File: src/design/kcd_pkg.sv
// Package with key codes, matrix bit positions and state types for the chord decoder.
`default_nettype none
package kcd_pkg;

    typedef logic [6:0] t_code;

    typedef struct packed {
        logic prev_minus_down;
        logic prev_zero_down;
        logic minus_used;
        logic zero_used;
        logic fn_active;
        logic fn_combo_seen;
        logic fn_slash_latch;
        logic fn_clear_latch;
        logic minus_slash_latch;
        logic minus_star_latch;
    } t_flags;

    localparam int BIT_CLEAR = 0;
    localparam int BIT_SLASH = 1;
    localparam int BIT_STAR  = 2;
    localparam int BIT_MINUS = 3;
    localparam int BIT_EIGHT = 5;
    localparam int BIT_FIVE  = 9;
    localparam int BIT_TWO   = 13;
    localparam int BIT_ZERO  = 15;

    // keys 7 9 + 4 6 . 1 3
    localparam logic [15:0] PLAIN_MASK = 16'h5DD0;

    localparam t_code CODE_NONE  = 7'h00;
    localparam t_code CODE_T     = 7'h54;
    localparam t_code CODE_A     = 7'h41;
    localparam t_code CODE_M     = 7'h4D;
    localparam t_code CODE_EQ    = 7'h3D;
    localparam t_code CODE_MINUS = 7'h2D;
    localparam t_code CODE_ZERO  = 7'h30;
    localparam t_code CODE_EIGHT = 7'h38;
    localparam t_code CODE_TWO   = 7'h32;
    localparam t_code CODE_FIVE  = 7'h35;
    localparam t_code CODE_SLASH = 7'h2F;
    localparam t_code CODE_STAR  = 7'h2A;
    localparam t_code CODE_CLEAR = 7'h43;

    // row-major: C / * -, 7 8 9 +, 4 5 6 ., 1 2 3 0
    localparam t_code KEYMAP [16] = '{
        7'h43, 7'h2F, 7'h2A, 7'h2D, 7'h37, 7'h38, 7'h39, 7'h2B,
        7'h34, 7'h35, 7'h36, 7'h2E, 7'h31, 7'h32, 7'h33, 7'h30
    };

endpackage
`default_nettype wire

File: src/design/kcd_decode.sv
// Combinational scan decoder: one matrix scan against the chord flags.
`default_nettype none
module kcd_decode (
    input  wire logic [15:0]    i_matrix,
    input  wire logic           i_numpad,
    input  wire logic           i_idle,
    input  wire kcd_pkg::t_flags i_flags,
    output kcd_pkg::t_code      o_code,
    output kcd_pkg::t_flags     o_flags
);
    import kcd_pkg::*;

    logic  minus, zero, eight, two, five, slash, star, clr;
    logic  fn, minus_rel, zero_rel, done, tap, solo;
    t_code plain, code;
    t_flags n;

    assign minus = i_matrix[BIT_MINUS];
    assign zero  = i_matrix[BIT_ZERO];
    assign eight = i_matrix[BIT_EIGHT];
    assign two   = i_matrix[BIT_TWO];
    assign five  = i_matrix[BIT_FIVE];
    assign slash = i_matrix[BIT_SLASH];
    assign star  = i_matrix[BIT_STAR];
    assign clr   = i_matrix[BIT_CLEAR];

    // last plain key in row-major order wins
    always_comb begin
        plain = CODE_NONE;
        for (int i = 0; i < 16; i++) begin
            if (PLAIN_MASK[i] && i_matrix[i]) begin
                plain = KEYMAP[i];
            end
        end
    end

    always_comb begin
        n         = i_flags;
        code      = CODE_NONE;
        done      = 1'b0;
        tap       = 1'b0;
        solo      = 1'b0;
        fn        = minus && zero;
        minus_rel = i_flags.prev_minus_down && !minus;
        zero_rel  = i_flags.prev_zero_down && !zero;
        n.prev_minus_down = minus;
        n.prev_zero_down  = zero;

        if (fn) begin
            n.minus_used = 1'b1;
            n.zero_used  = 1'b1;
            if (!i_flags.fn_active) begin
                n.fn_active     = 1'b1;
                n.fn_combo_seen = 1'b0;
            end
            if (slash || star || clr || five || eight || two || (plain != CODE_NONE)) begin
                n.fn_combo_seen = 1'b1;
            end
        end

        if (fn && slash && !i_flags.fn_slash_latch) begin
            n.fn_slash_latch = 1'b1;
            code = CODE_T;
            done = 1'b1;
        end

        if (!done) begin
            if (!slash) n.fn_slash_latch = 1'b0;
            if (fn && clr && !i_flags.fn_clear_latch) begin
                n.fn_clear_latch = 1'b1;
                code = CODE_A;
                done = 1'b1;
            end
        end

        // chord release: swallow any minus/zero release in this scan
        if (!done) begin
            if (!clr) n.fn_clear_latch = 1'b0;
            if (!fn && i_flags.fn_active) begin
                tap             = !n.fn_combo_seen;
                n.fn_active     = 1'b0;
                n.fn_combo_seen = 1'b0;
                if (minus_rel) n.minus_used = 1'b0;
                if (zero_rel) n.zero_used = 1'b0;
                code = (tap && i_idle) ? CODE_M : CODE_NONE;
                done = 1'b1;
            end
        end

        if (!done) begin
            if (minus && slash && !i_flags.minus_slash_latch) begin
                n.minus_slash_latch = 1'b1;
                n.minus_used        = 1'b1;
                code = CODE_T;
                done = 1'b1;
            end
        end

        if (!done) begin
            if (!minus || !slash) n.minus_slash_latch = 1'b0;
            if (!i_numpad && minus && star && !i_flags.minus_star_latch) begin
                n.minus_star_latch = 1'b1;
                n.minus_used       = 1'b1;
                code = CODE_A;
                done = 1'b1;
            end
        end

        if (!done) begin
            if (!minus || !star) n.minus_star_latch = 1'b0;
            if (minus_rel) begin
                solo         = !n.minus_used;
                n.minus_used = 1'b0;
                if (solo) begin
                    code = CODE_MINUS;
                    done = 1'b1;
                end
            end
        end

        if (!done) begin
            if (zero_rel) begin
                solo        = !n.zero_used;
                n.zero_used = 1'b0;
                if (solo) begin
                    code = CODE_ZERO;
                    done = 1'b1;
                end
            end
        end

        if (!done) begin
            priority if (eight)          code = CODE_EIGHT;
            else if (two)                code = CODE_TWO;
            else if (five)               code = CODE_FIVE;
            else if (slash && !minus)    code = CODE_SLASH;
            else if (star && !minus)     code = CODE_STAR;
            else if (clr)                code = CODE_CLEAR;
            else                         code = plain;
        end
    end

    assign o_code  = code;
    assign o_flags = n;

endmodule
`default_nettype wire

File: src/design/keypad_chord_decoder_top.sv
// From input transaction to result valid: input register, then result register.
// One scan per cycle unless the output stalls; the decode is one pass over the chord flags.
// The input register advances whenever the result register is empty or being taken.
// Reset (synchronous, active low) empties both stages and clears all chord flags
// and the previous code.
`default_nettype none
module keypad_chord_decoder_top (
    input  wire logic                i_clk,
    input  wire logic                i_rst_n,
    input  wire logic                i_valid,
    output      logic                o_stall,
    input  wire logic [15:0]         i_key_matrix,
    input  wire logic                i_wake_pressed,
    input  wire logic                i_numpad_mode,
    input  wire logic                i_menu_idle,
    output      logic                o_valid,
    input  wire logic                i_stall,
    output      kcd_pkg::t_code      o_key_code,
    output      logic                o_new_press
);
    import kcd_pkg::*;

    logic        r_s1_valid;
    logic [15:0] r_matrix;
    logic        r_wake, r_numpad, r_idle;
    t_flags      r_flags, n_flags;
    t_code       r_prev_code, n_code, dec_code;
    logic        r_out_valid, r_out_new;
    t_code       r_out_code;
    logic        s1_advance, in_take;

    assign s1_advance = r_s1_valid && (!r_out_valid || !i_stall);
    assign o_stall    = r_s1_valid && !s1_advance;
    assign in_take    = i_valid && !o_stall;

    kcd_decode u_decode (
        .i_matrix (r_matrix),
        .i_numpad (r_numpad),
        .i_idle   (r_idle),
        .i_flags  (r_flags),
        .o_code   (dec_code),
        .o_flags  (n_flags)
    );

    // the wake key stands in only when the decode yields no key
    assign n_code = (dec_code == CODE_NONE && r_wake) ? CODE_EQ : dec_code;

    always_ff @(posedge i_clk) begin
        if (!i_rst_n) begin
            r_s1_valid  <= 1'b0;
            r_out_valid <= 1'b0;
            r_flags     <= '0;
            r_prev_code <= CODE_NONE;
        end else begin
            if (in_take) begin
                r_s1_valid <= 1'b1;
            end else if (s1_advance) begin
                r_s1_valid <= 1'b0;
            end
            if (s1_advance) begin
                r_out_valid <= 1'b1;
                r_flags     <= n_flags;
                r_prev_code <= n_code;
            end else if (!i_stall) begin
                r_out_valid <= 1'b0;
            end
        end
    end

    always_ff @(posedge i_clk) begin
        if (in_take) begin
            r_matrix <= i_key_matrix;
            r_wake   <= i_wake_pressed;
            r_numpad <= i_numpad_mode;
            r_idle   <= i_menu_idle;
        end
        if (s1_advance) begin
            r_out_code <= n_code;
            r_out_new  <= (n_code != CODE_NONE) && (n_code != r_prev_code);
        end
    end

    assign o_valid     = r_out_valid;
    assign o_key_code  = r_out_code;
    assign o_new_press = r_out_new;

endmodule
`default_nettype wire

File: config.mk
export PLATFORM = sky130hd
export DESIGN_NAME = keypad_chord_decoder_top
export DESIGN_NICKNAME = d
export VERILOG_FILES = /design/src/design/kcd_pkg.sv /design/src/design/kcd_decode.sv /design/src/design/keypad_chord_decoder_top.sv
export SDC_FILE = /design/constraint.sdc
export NUM_CORES = 1
export LEC_CHECK = 0
export ABC_AREA = 1
export BUFFER_PORTS_ARGS = -buffer_cell sky130_fd_sc_hd__buf_2
export CAP_MARGIN = 20
export CORE_ASPECT_RATIO = 0.5
export CORE_MARGIN = 1.5
export CORE_UTILIZATION = 49
export DETAILED_ROUTE_END_ITERATION = 10
export PLACE_DENSITY_LB_ADDON = 0.2
export SLEW_MARGIN = 15
export SYNTH_ARGS = -nofsm -noshare
export SYNTH_HDL_FRONTEND = slang
export SYNTH_SLANG_ARGS = --single-unit
File: constraint.sdc
create_clock -name i_clk -period 1.9 [get_ports i_clk]
set_input_delay 0.475 -clock i_clk [delete_from_list [all_inputs] [get_ports i_clk]]
set_output_delay 0.475 -clock i_clk [all_outputs]
set_load 0.02 [all_outputs]
# Word level (Yosys, flattened, before mapping)
# Cells that the tools add are included.
totals:
  register_bits: 46
  in_bits: 23
  out_inout_bits: 10
  wordCells: 149
op_classes:
  eq_ne: 2
  muxes: 79
  reduce_logical: 49
ops:
  columns: ["cell", "n"]
  rows:
  - ["$mux W7", 31]
  - ["$mux W1", 42]
  - ["$logic_and A1 B1 Y1", 21]
  - ["$logic_not A1 Y1", 15]
  - ["$reduce_bool A7 Y1", 2]
  - ["$mux W4", 3]
  - ["$logic_or A1 B1 Y1", 9]
  - ["$logic_not A7 Y1", 1]
  - ["$ne A7 B7 Y1", 1]
  - ["$mux W6", 1]
  - ["$mux W2", 2]
  - ["$ne A2 B1 Y1 const B", 1]
  - ["$reduce_bool A2 Y1", 1]

# Logic depth before layout (Yosys ltp)
depth:
  depth_word: 33
  ltp_mapped: 16
  depth_no_buf: 16

# Hierarchy
# A second synthesis with hierarchy kept.
hier_totals:
  hier_cells: 316
  hier_area_um2: 2477.4
modules_own_cells:
  columns: ["module", "instances", "cells_per_inst", "area_per_inst_um2", "seq_area_each_um2"]
  rows:
  - ["keypad_chord_decoder_top", 1, 163, 1747.9, 1191.1]
  - ["kcd_decode", 1, 153, 729.4, 0.0]

# Least setup slack after synthesis
# Ideal clock, no wire load.
synth_timing:
  path_type: "reg2reg"
  from: "reg r_matrix[3]"
  to: "reg r_out_new, in the netlist o_new_press (data pin)"
  setup_time_ps: 252
  t_arrival_ps: 1826
  t_required_ps: 1648
  setup_slack_ps: -178
  path_stages_with_launch: 14
  n_path_buf: 0
  synth_period_minus_slack_ps: 2078
  path_cell_list: "edfxtp_1 nand2_4 inv_4 nand2_1 nand2_2 nor2_8 o211ai_4 nor2_8 nand2_4 nand2_4 o21ai_2 or3_1 inv_1 nor2_1"
synth_via:
  elab_chain_len: 24
  elab_cells_between_ends: 70
  cone_classes: "1 x eq/ne; 47 x mux; 22 x reduce/logical"
synth_rtl:
  columns: ["item", "line", "rtl"]
  rows:
  - ["start: declaration", "keypad_chord_decoder_top.sv:24", "logic [15:0] r_matrix;"]
  - ["start signal: assignment", "keypad_chord_decoder_top.sv:72", "r_matrix <= i_key_matrix;"]
  - ["$logic_and A1 B1 Y1", "kcd_decode.sv:43", "fn = minus && zero;"]
  - ["$logic_and A1 B1 Y1 (2 in series)", "kcd_decode.sv:61", "if (fn && slash && !i_flags.fn_slash_latch) begin"]
  - ["$mux W7", "kcd_decode.sv:61", null]
  - ["$mux W7", "kcd_decode.sv:69", "if (fn && clr && !i_flags.fn_clear_latch) begin"]
  - ["$mux W7", "kcd_decode.sv:67", "if (!done) begin"]
  - ["$mux W7", "kcd_decode.sv:79", "if (!fn && i_flags.fn_active) begin"]
  - ["$mux W7", "kcd_decode.sv:77", "if (!done) begin"]
  - ["$mux W7", "kcd_decode.sv:91", "if (minus && slash && !i_flags.minus_slash_latch) begin"]
  - ["[... 8 more ...]", null, null]
  - ["$mux W7", "kcd_decode.sv:121", "if (!done) begin"]
  - ["$mux W7 *", "kcd_decode.sv:132", "if (!done) begin"]
  - ["$logic_not A7 Y1", "keypad_chord_decoder_top.sv:46", "assign n_code = (dec_code == CODE_NONE && r_wake) ? CODE_EQ : dec_code;"]
  - ["$logic_and A1 B1 Y1", "keypad_chord_decoder_top.sv:46", null]
  - ["$mux W7 *", "keypad_chord_decoder_top.sv:46", null]
  - ["named net n_code[6]", "keypad_chord_decoder_top.sv:27", "t_code r_prev_code, n_code, dec_code;"]
  - ["$ne A7 B7 Y1 / $reduce_bool A7 Y1 (equally long branches)", "keypad_chord_decoder_top.sv:79", "r_out_new <= (n_code != CODE_NONE) && (n_code != r_prev_code);"]
  - ["$logic_and A1 B1 Y1 *", "keypad_chord_decoder_top.sv:79", null]
  - ["end signal: assignment", "keypad_chord_decoder_top.sv:79", null]
  - ["end: declaration", "keypad_chord_decoder_top.sv:28", "logic r_out_valid, r_out_new;"]
# The timed path passes the listed nets; every way through them passes the cells marked *.
# A chain may end at the register's enable or synchronous reset.

# Worst setup path after layout
# Same ends and word-level chain as after synthesis.

==> flow_metrics.py <==
metrics = {
    "cts": {
        "tritoncts": "done",
        "numCtsBuffers": 5,
        "htreeDepth": 2,
        "clock_latency_ps": 300,
        "holdBufCountCts": 0,
        "cts_max_path_buffers": 2,
        "cts.sink_count": 46,
        "clk_pin_slew_worst_paths_ps": 90,
        "root_buffer": "clkbuf_8",
    },
    "yosys": {
        "synth_common_cells": "65 x nand2_1, 45 x inv_1, 33 x nor2_1",
        "synthTopCellsByArea": "edfxtp_1 35%, dfxtp_1 16%, nand2_1 10%",
        "netlist_instances": 284,
        "async_flop_share": 0,
        "syn_area_um2": 2330,
        "synth_fp_nets": 307,
        "ys_seq_area_frac": 0.511,
        "yosysUniqueCellTypes": 30,
        "yosysTopAreaCellShare": 0.348,
        "synth_area_per_cell_um2": 8.21,
        "yosys_warnings": 0,
        "synth_top_area_cell": "edfxtp_1",
        "ys_ff_latch": 46,
        "yosysMostFrequentCell": "nand2_1",
        "synth_edf_count": 27,
        "synth_ff_type": "edfxtp_1",
    },
    "cells_and_area": {
        "syn2layout_area_growth_pct": 34.4,
        "drive_above_1_share": 0.348,
        "antenna_cells": 0,
        "nets": 390,
    },
    "run_status": {
        "outcome": "complete, but fails checks",
        "violations": "setup timing",
    },
    "worst_setup_path": {
        "required_ps": 1970,
        "path_max_fanout": 8,
        "critPathCaptureType": "flip-flop",
        "crit_type": "flip-flop to flip-flop",
        "cp.arrival_ps": 2280,
        "rr_worst_depth": 13,
        "start_kind": "flip-flop",
    },
    "route": {
        "detail-route-antenna-nets": 0,
        "top_layer": "met4",
        "drt_iter0_drc": 102,
        "wl_met1_mm": 2.53,
        "wl_per_cell_um": 11.9,
        "route.met2.wl_mm": 2.33,
        "via_per_inst": 4.80,
        "first_pass_iters": 4,
        "route.met3.wl_um": 246,
        "via_count": 2085,
        "drt_wl_total_mm": 5.16,
        "drc": 0,
    },
    "place": {
        "place_congestion": 0.879,
        "pre_cts_ws_ps": -352,
        "port_buffers": 32,
        "dp_hpwl_mm": 3.97,
    },
    "flow_run": {
        "maxCapViolations": 0,
    },
    "min_path": {
        "worstHoldPathCells": 1,
        "hp-class": "input pin to flip-flop",
    },
    "grt": {
        "grt_pass1_vias": 1914,
        "grt_pass1_wl_mm": 8.52,
        "gr-usage-all-layers": 0.218,
        "grt-ovfl-total": 0,
        "antenna_found_initial": 0,
        "grt_max_degree": 22,
    },
    "sta": {
        "period_share": 1.17,
        "fin_worst_skew_ps": 9.25,
        "min_period_ps": 2220,
        "fmax_mhz": 451,
        "layout_setup_ws_ps": -316,
        "rsz0062_at_grt": "true",
        "hold_slack_ps": 349,
        "worst_slew_pin_slew_ps": 715,
        "hold_viol": 0,
        "setup_violations": 9,
        "relSlewSlack": 0.523,
        "maxSlewViolCount": 0,
        "tns_ps": -938,
    },
    "pwr": {
        "power_density_nw_per_um2": 769,
        "p_leak_nw": 1.50,
        "peakVddDrop_mv": 0.475,
        "fin_total_pwr_mw": 2.41,
    },
    "die": {
        "die-area_um2": 5210,
        "row_count": 17,
        "coreArea_um2": 4490,
        "initial_utilization": 0.520,
        "io_pins": 33,
        "fp.dieW_um": 101,
        "die_h_um": 51.8,
    },
}
-- worst paths after layout --
| kind | startpoint | to | slack, ps |
|---|---|---|---|
| max | r_matrix[3] | o_new_press | -320 |
| min | i_numpad_mode | r_numpad | 350 |
| max reg2reg | r_matrix[3] | o_new_press | -320 |
| min reg2reg | r_flags[7] | r_flags[7] | 470 |
-- state kept, by name (all words and copies together), names as in the netlist, named ones only --
signal / cells
r_prev_code: 7
r_matrix: 16
r_idle: 1
r_s1_valid: 1
o_valid: 1
o_key_code: 7
r_numpad: 1
r_wake: 1
r_flags: 9
o_new_press: 1
-- critical path: stages (launching register included) --
cell      delay, ps
edfxtp_1        480
nand2_4         150
inv_6            60
nand2_4          80
nand2_4          60
nor2_8          140
o211ai_4        120
nor2_8          140
nand2_4          90
nand4_4         160
nand2_2          90
or3_1           310
inv_1            60
nor2_1           40
-- where the power goes --
part	internal, mW	leakage [nW]	switching, mW	total (mW)
Combinational	0.233	1.03	0.305	0.538
Sequential	1.13	0.416	0.0324	1.16
Clock	0.387	0.0579	0.326	0.714
Total	1.75	1.50	0.664	2.41
-- what timing repair did --
item / 4_1_cts / 5_1_grt
pin swaps: 4 / 4
setup endpoints to repair: 11 / 13
setup buffers: 7 / 0
resized for setup: 21 / 14
-- cells in the final DEF (no fill, tap or decap), types with 2 or more instances in the layout --
master	count
a21oi_1	20
a21oi_2	2
a21oi_4	2
buf_2	32
buf_4	48
clkbuf_8	5
clkinv_2	2
dfxtp_1	19
edfxtp_1	27
inv_1	43
inv_2	4
nand2_1	57
nand2_2	9
nand2_4	6
nand3_1	13
nand3_2	4
nand4_1	3
nor2_1	32
nor2_8	2
o21ai_0	13
o21ai_1	2
o21ai_2	5
o31ai_1	2
-- stage by stage --
step           instance area [um^2]  cells   util
5_1_grt                        3130    434  0.698
3_5_place_dp                   2870    419  0.639
4_1_cts                        3090    434  0.688
2_1_floorplan                  2330    284      -
6_report                       3130    434  0.698
3_3_place_gp                   2870    419  0.639
-- metal layers --
| metal | vias up | GRT usage |
|---|---|---|
| li1 | 1088 | - |
| met5 | - | 0 |
| met3 | 8 | 0.0551 |
| met4 | 0 | 0.0540 |
| met1 | 932 | 0.290 |
| met2 | 57 | 0.362 |
-- final cells by class --
| type | count | area (um^2) |
|---|---|---|
| multi-input cells | 186 | 1050 |
| clock buffers | 5 | 68.8 |
| clock inverters | 3 | 40.0 |
| inverters | 48 | 185 |
| well taps | 66 | 82.6 |
| fillers | 357 | 1350 |
| repair buffers | 80 | 520 |
| flip-flops and latches | 46 | 1190 |
-- logic make-up after synthesis --
family	share of synthesized area
xor gates and xnor gates	0.00376
buffers and inverters	0.0848
DFF	0.511
and+or+nand+nor	0.269
AOI/OAI and AO/OA	0.131
(Power assumes the default switching activity.)
